**src/design/kpdm_sqrt.sv**
```systemverilog
// Pipelined integer square root, one root bit per register stage.
`timescale 1ns / 1ps

module kpdm_sqrt #(
	parameter int ROOT_W = 16,
	parameter int SIDE_W = 1
) (
	input  logic                clk,
	input  logic                arst_n,
	input  logic                en,
	input  logic                in_vld,
	input  logic [2*ROOT_W-1:0] in_val,
	input  logic [SIDE_W-1:0]   in_side,
	output logic                out_vld,
	output logic [ROOT_W-1:0]   out_root,
	output logic [SIDE_W-1:0]   out_side
);

	localparam int REM_W = ROOT_W + 2;

	logic                vld_s  [1:ROOT_W];
	logic [2*ROOT_W-1:0] val_s  [1:ROOT_W];
	logic [REM_W-1:0]    rem_s  [1:ROOT_W];
	logic [ROOT_W-1:0]   root_s [1:ROOT_W];
	logic [SIDE_W-1:0]   side_s [1:ROOT_W];

	genvar k;
	generate
		for (k = 0; k < ROOT_W; k++) begin : g_stage
			logic                cur_vld;
			logic [2*ROOT_W-1:0] cur_val;
			logic [REM_W-1:0]    cur_rem;
			logic [ROOT_W-1:0]   cur_root;
			logic [SIDE_W-1:0]   cur_side;
			logic [REM_W-1:0]    trial;
			logic [REM_W-1:0]    test;

			if (k == 0) begin : g_first
				assign cur_vld  = in_vld;
				assign cur_val  = in_val;
				assign cur_rem  = '0;
				assign cur_root = '0;
				assign cur_side = in_side;
			end else begin : g_next
				assign cur_vld  = vld_s[k];
				assign cur_val  = val_s[k];
				assign cur_rem  = rem_s[k];
				assign cur_root = root_s[k];
				assign cur_side = side_s[k];
			end

			// Bring down the next two bits and try the next root bit.
			assign trial = {cur_rem[REM_W-3:0], cur_val[2*ROOT_W-1 -: 2]};
			assign test  = {cur_root, 2'b01};

			always_ff @(posedge clk or negedge arst_n) begin
				if (!arst_n) begin
					vld_s[k+1] <= 1'b0;
				end else if (en) begin
					vld_s[k+1] <= cur_vld;
				end
			end

			always_ff @(posedge clk) begin
				if (en) begin
					val_s[k+1]  <= cur_val << 2;
					side_s[k+1] <= cur_side;
					if (trial >= test) begin
						rem_s[k+1]  <= trial - test;
						root_s[k+1] <= {cur_root[ROOT_W-2:0], 1'b1};
					end else begin
						rem_s[k+1]  <= trial;
						root_s[k+1] <= {cur_root[ROOT_W-2:0], 1'b0};
					end
				end
			end
		end
	endgenerate

	assign out_vld  = vld_s[ROOT_W];
	assign out_root = root_s[ROOT_W];
	assign out_side = side_s[ROOT_W];

endmodule

```
**config.mk**
```make
export PLATFORM = sky130hd
export DESIGN_NAME = kpdm_sqrt
export DESIGN_NICKNAME = d
export VERILOG_FILES = /design/src/design/kpdm_sqrt.sv
export SDC_FILE = /design/constraint.sdc
export NUM_CORES = 1
export LEC_CHECK = 0
export BUFFER_PORTS_ARGS = -buffer_cell sky130_fd_sc_hd__buf_2
export CELL_PAD_IN_SITES_DETAIL_PLACEMENT = 1
export CELL_PAD_IN_SITES_GLOBAL_PLACEMENT = 1
export CORE_ASPECT_RATIO = 1.75
export CORE_MARGIN = 2
export CORE_UTILIZATION = 42
export CTS_BUF_LIST = sky130_fd_sc_hd__clkbuf_8 sky130_fd_sc_hd__clkbuf_16
export CTS_CLUSTER_DIAMETER = 150
export CTS_CLUSTER_SIZE = 25
export DETAILED_ROUTE_END_ITERATION = 6
export HOLD_SLACK_MARGIN = 0.06
export PLACE_DENSITY_LB_ADDON = 0.1
export SLEW_MARGIN = 10
export SYNTH_ARGS = -nofsm -noshare
export SYNTH_HDL_FRONTEND = slang
export SYNTH_SLANG_ARGS = --single-unit
```
**constraint.sdc**
```tcl
create_clock -name clk -period 3.9 [get_ports clk]
set_clock_uncertainty 0.15 [all_clocks]
set_input_delay 0.585 -clock clk [delete_from_list [all_inputs] [get_ports clk]]
set_output_delay 0.585 -clock clk [all_outputs]
set_load 0.01 [all_outputs]
```
* Word level (Yosys, flattened, before mapping)
Memories as Yosys holds them, arrays and structs flattened. Cells that the tools add are included.
Cells by class: $add $sub $neg 16, $lt $le $gt $ge 16, muxes and demuxes 130, bitwise logic cells 32
Operator list (count):
- $mux W18 | 16
- $ge A18 B18 Y1 | 15
- $sub A18 B18 Y18 | 15
- $mux W16 | 16
- $mux W1 | 98
- $or A1 B1 Y1 | 32
- $sub A2 B1 Y3 const B | 1
- $ge A2 B1 Y1 const B | 1
Word-level totals: register bits 16, memory bits (writable) 1040, output and inout bits 18, logic and storage cells 214, memories kept 4
Memory list:
- val_s | depth 16, bits a word 30, rd ports 15, clocked after memory_dff 0, write ports 16, line 22 | logic [2*ROOT_W-1:0] val_s [1:ROOT_W];
- rem_s | depth 16, bits a word 18, rd ports 15, clocked after memory_dff 0, write ports 16, line 23 | logic [REM_W-1:0] rem_s [1:ROOT_W];
- root_s | depth 16, bits a word 16, rd ports 16, clocked after memory_dff 0, write ports 16, line 24 | logic [ROOT_W-1:0] root_s [1:ROOT_W];
- side_s | depth 16, bits a word 1, rd ports 16, clocked after memory_dff 0, write ports 16, line 25 | logic [SIDE_W-1:0] side_s [1:ROOT_W];

* Logic depth before layout (Yosys ltp)
An unclocked memory read counts as a cell.
depth in word-level cells 6, depth in mapped cells 11

* Worst setup path after synthesis
OpenSTA, ideal clock, no wires.
path kind register -> register, start reg rem_s[0][234] (netlist name), end reg rem_s[0][260] (netlist name), data arrival time 2.573 ns, required time 3.490 ns, path slack 0.917 ns, cell stages (with the launch flop) 10, clock period less this slack 2.983 ns, cells stage by stage edfxtp_1 -> ha_1 -> nor2b_1 -> o31ai_1 -> a21oi_1 -> a221oi_2 -> o21ai_1 -> a31oi_4 -> buf_4 -> mux2_2

==> summary.md <==
| Metric | Value |
|---|---|
| Status | `finished, final reports clean` |
| Via count | `16,300` |
| Core ar. | `67,500 um^2` |
| R2r setup slk | `340 ps` |
| GRT Total Usage | `17.4%` |
| Syn avg cell area | `13.7 um^2` |
| Synth Flop Type | `edfxtp_1` |
| Post-Synthesis Cells | `2,086` |
| Initial antenna violation count | `0` |
| DRC marker count from the first detailed-route iteration | `569` |
| CTS Buf Count | `29` |
| Post-synthesis sequential area ratio | `66.1%` |
| Design area | `31,100 um^2` |
| IO Pins | `55` |
| Die Y | `349 um` |
| Vias in the first global route | `18,100` |
| Syn nets | `2,276` |
| CP Class | `reg -> reg` |
| FF-to-FF path depth | `8` |
| Setup TNS | `0 ps` |
| Post-synthesis cell area | `28,600 um^2` |
| Worst Hold Endpoint | `rem_s[0][19]` |
| Routed WL per cell | `19.7 um` |
| Max-Slew Margin vs Limit | `36.4%` |
| Fin crit share | `91.2%` |
| Placed insts | `3,017` |
| Longest Clk Path Bufs | `3` |
| Post-synth EDFFs | `616` |
| CTS root buf | `clkbuf_16` |
| Worst setup EP type | `register` |
| Clock sink count | `632` |
| Cell Area, Placed | `30,000 um^2` |
| FF-to-FF Start | `rem_s[0][234]` |
| Final Setup Violations | `0` |
| Dpl hpwl | `47,100 um` |
| CP Data Required Time | `4140 ps` |
| Full die area | `70,300 um^2` |
| Die W | `201 um` |
| Fin nets | `2,375` |
| Clock-pin slew on the worst setup and hold paths | `100 ps` |
| RSZ-0062 raised after global routing | `false` |
| Post-DR vias/cell | `5.27` |
| Initial core utilization | `42.4%` |
| Fin. Hold Viols | `0` |
| Largest net degree at the start of global routing | `130` |
| Antenna Diode Count | `0` |
| FMAX | `281 MHz` |
| R2r endpoint | `rem_s[0][257]` |
| Number of distinct library cells after synthesis | `79` |
| Min-delay src | `in_val[31]` |
| MaxCap Viol Count | `0` |
| Antenna-violating nets left | `0` |
| Crit path DAT | `3800 ps` |
| Routed WL | `61,000 um` |
| Crit path time final | `3560 ps` |
| Final hold slack | `147 ps` |
| # fillers | `6,944` |
| Share of cells above drive strength 1 | `8.92%` |
| Slew @ Worst Pin | `946 ps` |
| Post-route DRC | `0` |
| Pwr/cell area | `480 nW/um^2` |
| Async SR Flop Fraction | `2.53%` |
| Clk Latency, worst-skew pair | `650 ps` |
| Syn-to-layout area delta | `8.95%` |
| H-tree levels | `1` |
| DR pass1 iterations | `4` |
| Final Instance Count excl. Fillers | `3,094` |
| Peak supply drop | `0.427 mV` |
| Crit-path max FO | `14` |
| Type of the most critical hold path | `in -> reg` |
| Synthesized flop and latch total | `632` |
| Grt total ovfl | `0` |
| Site row count | `126` |
| RD Place Congestion | `0.886` |
| Pleak | `12.1 nW` |
| Port Buffer Count | `54` |
| CP startpoint kind | `register` |
| Post-cts gate resize count | `0` |
| CTS tree | `built` |
| Max-slew violation count | `0` |
| First-pass GRT wire length | `94,200 um` |
| Yosys Warn Count | `0` |
| Hold path depth | `3` |
logic make-up after synthesis:
group | count (synthesis) | share of synthesized area, %
buffers and inverters | 239 | 3.25
AND/OR/NAND/NOR | 486 | 8.60
adder cells (fa/ha/maj) | 153 | 6.70
multiplexers | 69 | 2.77
AO/OA/AOI/OAI | 349 | 7.72
flip-flops | 632 | 66.1
XOR/XNOR | 158 | 4.87
layer usage:
layer	track usage [%]	up-vias	routed length (um)	part of all wire [%]
met2	40.2	210	39500	65
li1	-	7788	-	-
met1	12.9	8153	17100	28
met4	9.50	0	3370	5.5
met5	0	-	0	0
met3	1.34	144	1010	1.7
state kept, by name, summed over array words and instances (netlist names):
register / cells
rem_s: 224
val_s: 240
root_s: 136
out_vld: 1
side_s: 16
g_stage.cur_vld: 15
Yosys cell counts (4+ instances only):
| cell | number | share of area, % |
|---|---|---|
| a211oi_1 | 11 | 0.29 |
| a21o_1 | 35 | 0.92 |
| a21oi_1 | 123 | 2.2 |
| a31oi_1 | 10 | 0.22 |
| and2_1 | 8 | 0.18 |
| and3_1 | 13 | 0.28 |
| buf_4 | 4 | 0.11 |
| clkbuf_1 | 37 | 0.49 |
| dfrtp_1 | 16 | 1.4 |
| edfxtp_1 | 616 | 65 |
| ha_1 | 153 | 6.7 |
| inv_1 | 191 | 2.5 |
| mux2_2 | 52 | 2.0 |
| mux2_4 | 7 | 0.37 |
| mux2i_1 | 10 | 0.35 |
| nand2_1 | 78 | 1.0 |
| nand2b_1 | 29 | 0.63 |
| nand3_1 | 37 | 0.65 |
| nand3b_1 | 10 | 0.26 |
| nand4_1 | 18 | 0.39 |
| nand4b_1 | 5 | 0.15 |
| nor2_1 | 152 | 2.0 |
| nor2b_1 | 21 | 0.46 |
| nor3_1 | 42 | 0.74 |
| nor4_1 | 20 | 0.44 |
| nor4b_1 | 7 | 0.21 |
| o211ai_1 | 7 | 0.18 |
| o21a_1 | 33 | 0.87 |
| o21ai_0 | 67 | 1.2 |
| o21bai_1 | 10 | 0.26 |
| o31ai_1 | 12 | 0.32 |
| or2_2 | 9 | 0.20 |
| or3_1 | 20 | 0.44 |
| or4_1 | 4 | 0.11 |
| xnor2_1 | 89 | 2.7 |
| xor2_1 | 68 | 2.1 |
metrics by stage:
stage	util, %	worst slack (ps)	power (mW)
after floorplan	-	917	10.7
after global placement	44.5	363	11.5
after detailed placement	44.5	290	11.7
after CTS	46.2	276	15.2
after global routing	46.2	130	15.7
final	46.2	344	15.0
cell type report:
class / instances / area, um^2 / share of cell area (%)
clock inverter: 15 / 88.8 / 0.285
timing repair buffer: 115 / 833 / 2.68
sequential: 632 / 18900 / 60.7
multi-input combinational: 1215 / 8760 / 28.1
clock buffer: 29 / 726 / 2.33
inverter: 192 / 721 / 2.31
tap: 896 / 1120 / 3.60
where the power goes:
part           total, mW  internal (mW)  switching, mW
combinational       2.68           1.18           1.50
clock               3.48           1.37           2.11
sequential          8.79           8.37          0.417
total               15.0           10.9           4.02
repair_timing:
action / CTS / global route
hold buffers: 33 / 0
setup buffers: 0 / 0
endpoints found under the hold margin: 48 / 0
worst max-delay path, stage by stage, from the launching register on:
cell and delay, ps:
edfxtp_1 410, ha_1 380, nor2b_1 180, o31ai_1 330
a21oi_1 210, a221oi_2 470, o21ai_1 210, a31oi_4 560
mux2_2 410
cell usage in the layout, fill, tap and decap left out, drive strengths merged, types with 29 or more instances in the layout:
cell,n
a21o,35
a21oi,124
buf,82
clkbuf,29
dlygate4sd3,33
edfxtp,616
ha,153
inv,207
mux2,59
nand2,78
nand2b,29
nand3,37
nor2,152
nor3,42
o21a,33
o21ai,69
xnor2,90
xor2,68
worst max path at each step:
stage | from | endpoint | slack (ps) | cells after the start
2_1_floorplan | rem_s[0][234] | rem_s[0][260] | 920 | 9
3_3_place_gp | rem_s[0][234] | rem_s[0][255] | 360 | 8
3_5_place_dp | rem_s[0][234] | rem_s[0][257] | 290 | 8
4_1_cts | rem_s[0][234] | rem_s[0][257] | 280 | 8
5_1_grt | rem_s[0][234] | rem_s[0][257] | 130 | 8
6_report | rem_s[0][234] | rem_s[0][257] | 340 | 8
Power figures use the tool's default switching activity.
