`src/design/kpdm_div.sv`:
```
// Pipelined restoring divider, two numerators over one shared divisor.
`timescale 1ns / 1ps

module kpdm_div #(
	parameter int Q_W    = 14,
	parameter int D_W    = 17,
	parameter int N_W    = 30,
	parameter int SIDE_W = 1
) (
	input  logic              clk,
	input  logic              arst_n,
	input  logic              en,
	input  logic              in_vld,
	input  logic [N_W-1:0]    num_a,
	input  logic [N_W-1:0]    num_b,
	input  logic [D_W-1:0]    den,
	input  logic [SIDE_W-1:0] in_side,
	output logic              out_vld,
	output logic [Q_W-1:0]    quo_a,
	output logic [Q_W-1:0]    quo_b,
	output logic [SIDE_W-1:0] out_side
);

	logic              vld_s  [1:Q_W];
	logic [D_W-1:0]    den_s  [1:Q_W];
	logic [D_W-1:0]    rema_s [1:Q_W];
	logic [D_W-1:0]    remb_s [1:Q_W];
	logic [Q_W-1:0]    lowa_s [1:Q_W];
	logic [Q_W-1:0]    lowb_s [1:Q_W];
	logic [Q_W-1:0]    quoa_s [1:Q_W];
	logic [Q_W-1:0]    quob_s [1:Q_W];
	logic [SIDE_W-1:0] side_s [1:Q_W];

	genvar k;
	generate
		for (k = 0; k < Q_W; k++) begin : g_stage
			logic              cur_vld;
			logic [D_W-1:0]    cur_den;
			logic [D_W-1:0]    cur_rema;
			logic [D_W-1:0]    cur_remb;
			logic [Q_W-1:0]    cur_lowa;
			logic [Q_W-1:0]    cur_lowb;
			logic [Q_W-1:0]    cur_quoa;
			logic [Q_W-1:0]    cur_quob;
			logic [SIDE_W-1:0] cur_side;
			logic [D_W:0]      trial_a;
			logic [D_W:0]      trial_b;
			logic [D_W:0]      den_x;
			logic              ge_a;
			logic              ge_b;

			if (k == 0) begin : g_first
				// The upper numerator bits are below the divisor, since the
				// quotient fits in Q_W bits.
				assign cur_vld  = in_vld;
				assign cur_den  = den;
				assign cur_rema = D_W'(num_a[N_W-1:Q_W]);
				assign cur_remb = D_W'(num_b[N_W-1:Q_W]);
				assign cur_lowa = num_a[Q_W-1:0];
				assign cur_lowb = num_b[Q_W-1:0];
				assign cur_quoa = '0;
				assign cur_quob = '0;
				assign cur_side = in_side;
			end else begin : g_next
				assign cur_vld  = vld_s[k];
				assign cur_den  = den_s[k];
				assign cur_rema = rema_s[k];
				assign cur_remb = remb_s[k];
				assign cur_lowa = lowa_s[k];
				assign cur_lowb = lowb_s[k];
				assign cur_quoa = quoa_s[k];
				assign cur_quob = quob_s[k];
				assign cur_side = side_s[k];
			end

			assign trial_a = {cur_rema, cur_lowa[Q_W-1]};
			assign trial_b = {cur_remb, cur_lowb[Q_W-1]};
			assign den_x   = {1'b0, cur_den};
			assign ge_a    = trial_a >= den_x;
			assign ge_b    = trial_b >= den_x;

			always_ff @(posedge clk or negedge arst_n) begin
				if (!arst_n) begin
					vld_s[k+1] <= 1'b0;
				end else if (en) begin
					vld_s[k+1] <= cur_vld;
				end
			end

			always_ff @(posedge clk) begin
				if (en) begin
					den_s[k+1]  <= cur_den;
					side_s[k+1] <= cur_side;
					lowa_s[k+1] <= cur_lowa << 1;
					lowb_s[k+1] <= cur_lowb << 1;
					quoa_s[k+1] <= {cur_quoa[Q_W-2:0], ge_a};
					quob_s[k+1] <= {cur_quob[Q_W-2:0], ge_b};
					rema_s[k+1] <= ge_a ? D_W'(trial_a - den_x) : trial_a[D_W-1:0];
					remb_s[k+1] <= ge_b ? D_W'(trial_b - den_x) : trial_b[D_W-1:0];
				end
			end
		end
	endgenerate

	assign out_vld  = vld_s[Q_W];
	assign quo_a    = quoa_s[Q_W];
	assign quo_b    = quob_s[Q_W];
	assign out_side = side_s[Q_W];

endmodule

```
`config.mk`:
```
export PLATFORM = sky130hd
export DESIGN_NAME = kpdm_div
export DESIGN_NICKNAME = d
export VERILOG_FILES = /design/src/design/kpdm_div.sv
export SDC_FILE = /design/constraint.sdc
export NUM_CORES = 2
export LEC_CHECK = 0
export ABC_AREA = 1
export BUFFER_PORTS_ARGS = -buffer_cell sky130_fd_sc_hd__buf_2
export CAP_MARGIN = 20
export CORE_UTILIZATION = 45
export CTS_CLUSTER_DIAMETER = 150
export CTS_CLUSTER_SIZE = 8
export DETAILED_ROUTE_END_ITERATION = 10
export PLACE_DENSITY = 0.68
export RECOVER_POWER = 50
export SYNTH_ARGS = -nofsm -noshare
export SYNTH_HDL_FRONTEND = slang
export SYNTH_SLANG_ARGS = --single-unit
```
`constraint.sdc`:
```
create_clock -name clk -period 2.35 [get_ports clk]
set_input_delay 0.47 -clock clk [delete_from_list [all_inputs] [get_ports clk]]
set_output_delay 0.47 -clock clk [all_outputs]
set_load 0.01 [all_outputs]
```
Word-level counts from Yosys, hierarchy flattened
Memories as Yosys holds them, arrays and structs flattened.
Index checks and enable logic that the tools add are counted.
{ "totals": {"ff_bits": 14, "ramBits": 1484, "inputBits": 82, "wordCells": 108, "mem_count": 8} }
{ "classes": {"addsub": 28, "n_lt_le_gt_ge": 28, "muxes": 30} }
{ "memory_table": {"columns": ["memory", "depth", "word_bits", "rd", "rd_clocked_by_memory_dff", "wr", "line_no", "source"], "rows": [
  ["den_s", 14, 17, 13, 0, 14, "25", "logic [D_W-1:0] den_s [1:Q_W];"],
  ["rema_s", 14, 17, 13, 0, 14, "26", "logic [D_W-1:0] rema_s [1:Q_W];"],
  ["remb_s", 14, 17, 13, 0, 14, "27", "logic [D_W-1:0] remb_s [1:Q_W];"],
  ["quoa_s", 14, 14, 14, 0, 14, "30", "logic [Q_W-1:0] quoa_s [1:Q_W];"],
  ["quob_s", 14, 14, 14, 0, 14, "31", "logic [Q_W-1:0] quob_s [1:Q_W];"],
  ["lowa_s", 14, 13, 13, 0, 14, "28", "logic [Q_W-1:0] lowa_s [1:Q_W];"],
  ["+2 memories", null, null, null, null, null, null, null]
]} }
{ "op_table": {"columns": ["op", "n"], "rows": [
  ["17-bit 2-to-1 mux", 28],
  ["17-bit subtractor", 28],
  ["18-bit by 17-bit greater-or-equal comparator with 1-bit output", 26],
  ["17-bit greater-or-equal comparator", 2],
  ["1-bit 2-to-1 mux", 2]
]} }

Logic depth before layout (Yosys ltp)
An unclocked memory read counts as a cell.
{ "depth": {"depth_word": 3, "ltp_mapped": 15} }

Least setup slack after synthesis
No wires, ideal clock.
{ "synth_path": {"kind": "reg-to-reg", "from": "register, netlist name lowa_s[0][129]", "to": "register, netlist name rema_s[0][175]", "setup_ps": 252, "arrival_ps": 1878, "t_required_ps": 2098, "setup_slack_ps": 220, "stages_incl_launch_ff": 16, "path_buffers": 1, "synth_period_minus_slack_ps": 2130, "path_cell_list": "edfxtp_1 inv_1 ha_1 inv_1 fa_1 nand2_1 nand2_1 nand3b_1 nand2_2 nand2_1 nand2_1 nand2_4 nand2_8 buf_8 nand2_1 nand2_1"} }

==> flow_metrics.py <==
metrics = {
    "floorplanning": {
        "start_util_pct": 45.4,
        "core_sq_um": 154000,
        "dieWidth_um": 396,
        "std_cell_rows": 144,
        "io_pins": 112,
        "die-area_sq_um": 157000,
        "die_y_um": 396,
    },
    "timing": {
        "slew_headroom_pct": 19.7,
        "min_period_over_period_pct": 98.4,
        "drv_slew": 0,
        "skew_ns": 0.0384,
        "rsz0062_at_grt": "yes",
        "fin_crit_ns": 2.31,
        "hold_violations": 0,
        "worst_pin_slew_ns": 1.20,
        "setup_viol": 0,
        "fmax_ghz": 0.432,
    },
    "synth": {
        "ys_seq_area_share_pct": 46.4,
        "synth-compound-area-share_pct": 2.28,
        "synth_mux_area_share_pct": 0.0322,
        "synthSimpleGateAreaFrac_pct": 30.2,
        "synth_top_family_by_area": "simple AND/OR/NAND/NOR gates",
        "syn_area_per_cell_sq_um": 8.07,
        "synth_xor_xnor_area_share_pct": 2.28,
        "synth.distinct_cells": 43,
        "synth_warnings": 0,
        "ys_ff_latch": 1083,
        "mappedNetlistArea_sq_um": 69900,
        "synth_fa_ha_area_share_pct": 9.27,
        "synthesis.nets": 9249,
        "synthCells": 8665,
    },
    "hold_path": {
        "hp-start": "num_b[20]",
        "min_path_type": "in2reg",
        "hold_path_depth": 3,
        "hold_end": "remb_s[0][24]",
    },
    "clock_network": {
        "cts_sinks": 1083,
        "clock-root-buffer": "clkbuf_16",
        "cts_tree": "yes",
        "clockBufferDepth": 3,
        "clkSlewWorstSetupHoldPaths_ns": 0.05,
        "insertion_delay_ns": 0.79,
        "cts_buffers": 153,
        "cts.htree.levels": 4,
    },
    "critical_path": {
        "crit_arrival_ns": 2.83,
        "path_max_fanout": 9,
        "reg2reg_setup_slack_ns": 0.04,
        "slowest_stage": "edfxtp_1",
        "cpMostUsedCell": "nand2_2",
        "r2r_cells": 13,
        "path_class": "reg2reg",
        "critPathMaxStageDelay_ns": 0.50,
        "worstReg2RegStart": "den_s[0][102]",
        "crit_path_start_kind": "flip-flop",
        "worst_ep_required_time_ns": 2.87,
        "crit_start": "den_s[0][102]",
        "crit_buf_inv": 1,
        "path_delay_family": "simple AND/OR/NAND/NOR gates",
        "cp_cell_sequence": "ha_2 > inv_2 > fa_2 > nand2_2 > nand2_2 > nand3b_1 > nand2_2 > nand2_2 > nand2_4 > nand2_8 > nand2_4 > nand2_1 > nand2_1",
        "reg2reg_to": "remb_s[0][122]",
        "cp-end-kind": "flip-flop",
    },
    "placed_design": {
        "dp_hpwl_mm": 155,
        "gp_congestion": 0.976,
        "dpl-instance-area_sq_um": 75700,
        "port_buffers": 111,
    },
    "routing": {
        "vias_per_cell": 5.06,
        "drt_iter0_drc": 4832,
        "drcViolationCount": 0,
        "dr.pass1.iters": 6,
        "totalWireLength_mm": 198,
        "vias": 58100,
        "route.antenna.remaining_nets": 0,
        "wl_per_cell_um": 17.3,
    },
    "job": {
        "maxCapViolations": 0,
    },
    "global_routing": {
        "antenna_found_initial": 2,
        "grt_pass1_wl_mm": 298,
        "grt-ovfl-total": 0,
        "grt_pass1_vias": 54800,
        "grt_use_total_pct": 24.5,
        "grt_max_degree": 91,
    },
    "finish": {
        "fillers": 14000,
        "final_cell_mix": "nand2_1, inv_1, edfxtp_1",
        "fin_util_pct": 53.9,
        "layout_commonest_cell": "nand2_1",
        "fin_area_sq_um": 83000,
        "drive_above_1_share_pct": 12.9,
        "nets": 10000,
        "syn_to_final_growth_pct": 18.8,
    },
    "run_status": {
        "status": "complete, no violations",
    },
    "power": {
        "irDropWorstVdd_v": 0.000947,
        "p_leak_nw": 42.0,
        "p_per_area_nw_per_um2": 1230,
    },
}
[synth_stat cells, drive strengths merged]
library cell / count / area share, %
nor4: 26 / 0.73
clkbuf: 3 / 0.016
and2: 37 / 0.33
xor2: 154 / 1.9
fa: 26 / 0.74
nand3: 774 / 5.6
and3: 26 / 0.23
or2: 35 / 0.31
a21o: 1 / 0.011
a21oi: 261 / 1.9
nor3: 35 / 0.30
dfrtp: 14 / 0.50
mux2: 2 / 0.032
xnor2: 28 / 0.35
inv: 1578 / 8.5
nand2: 3543 / 20
o21bai: 4 / 0.043
nand3b: 17 / 0.18
edfxtp: 1069 / 46
ha: 476 / 8.5
o31ai: 1 / 0.011
nor2: 380 / 2.4
nand4: 51 / 0.46
o21ai: 22 / 0.22
o21a: 12 / 0.13
buf: 90 / 1.0
[registers in the layout (all words and copies together) (netlist names)]
signal,flops
lowb_s,91
rema_s,221
lowa_s,91
quob_s,105
den_s,221
quoa_s,105
g_stage.cur_vld,13
out_vld,1
side_s,14
remb_s,221
[cell type report]
type                       instances  area [sq um]  area share (%)
antenna                            1          2.50         0.00301
clock buffer                     160          3880            4.67
tap                             2044          2560            3.08
inverter                        1578          5930            7.14
multi-input combinational       5932         32700            39.3
timing repair buffer             672          5360            6.46
sequential                      1083         32500            39.1
clock inverter                    13           218           0.262
[routing by layer]
layer  global-route usage (%)  vias up  routed length [um]
li1                         -    29000                   -
met1                     30.7    26700               82000
met2                     41.9     1879               96200
met3                     3.29      441               11000
met4                     11.0        2                9130
met5                        0        -                  13
[worst register-to-register path, stage by stage, from the launching register on]
cell      delay (ns)
edfxtp_1        0.50
ha_2            0.23
inv_2           0.05
fa_2            0.36
nand2_2         0.07
nand2_2         0.06
nand3b_1        0.10
nand2_2         0.09
nand2_2         0.11
nand2_4         0.08
nand2_8         0.14
nand2_4         0.11
nand2_1         0.07
nand2_1         0.07
[per-stage QoR]
| stage | setup TNS [ns] | setup slack (ns) | hold WS, ns | total power [mW] | std cells |
|---|---|---|---|---|---|
| detailed placement | -2.73 | -0.117 | 0.405 | 78.6 | 11100 |
| finish | 0 | 0.0378 | 0.0561 | 102 | 11500 |
| floorplan | 0 | 0.220 | 0.174 | 63.5 | 8665 |
| global route | -2.53 | -0.0721 | 0.0278 | 110 | 11500 |
| CTS | 0 | 0.00508 | 0.0000636 | 98.9 | 11400 |
| global placement | -2.15 | -0.0723 | 0.401 | 77.8 | 11100 |
[what timing repair did]
action,CTS,global route
gates cloned,0,28
gates resized for setup,16,388
pin swaps,3,84
setup endpoints to repair,95,418
hold buffers,49,0
hold endpoints to repair,62,0
buffers inserted,17,97
[where the power goes]
part,switching [mW],internal [mW],leakage (nW)
clock network,8.02,11.6,1.99
registers,4.51,28.2,10.7
logic,31.0,18.9,29.3
[logic make-up after synthesis]
logic type                 count (synthesis)
and+or+nand+nor                         4924
DFF                                     1083
adders and majority gates                502
muxes                                      2
AOI/OAI and AO/OA                        301
xor gates and xnor gates                 182
buffers and inverters                   1671
[worst max-delay path by stage]
stage                           to  slack, ns  depth (start not counted)
finish              remb_s[0][122]       0.04                         13
global route         rema_s[0][53]      -0.07                         14
CTS                  remb_s[0][51]      0.005                         11
detailed placement   rema_s[0][27]      -0.12                         14
global placement    remb_s[0][150]      -0.07                         11
floorplan           rema_s[0][175]       0.22                         15
Power figures use the tool's default switching activity.
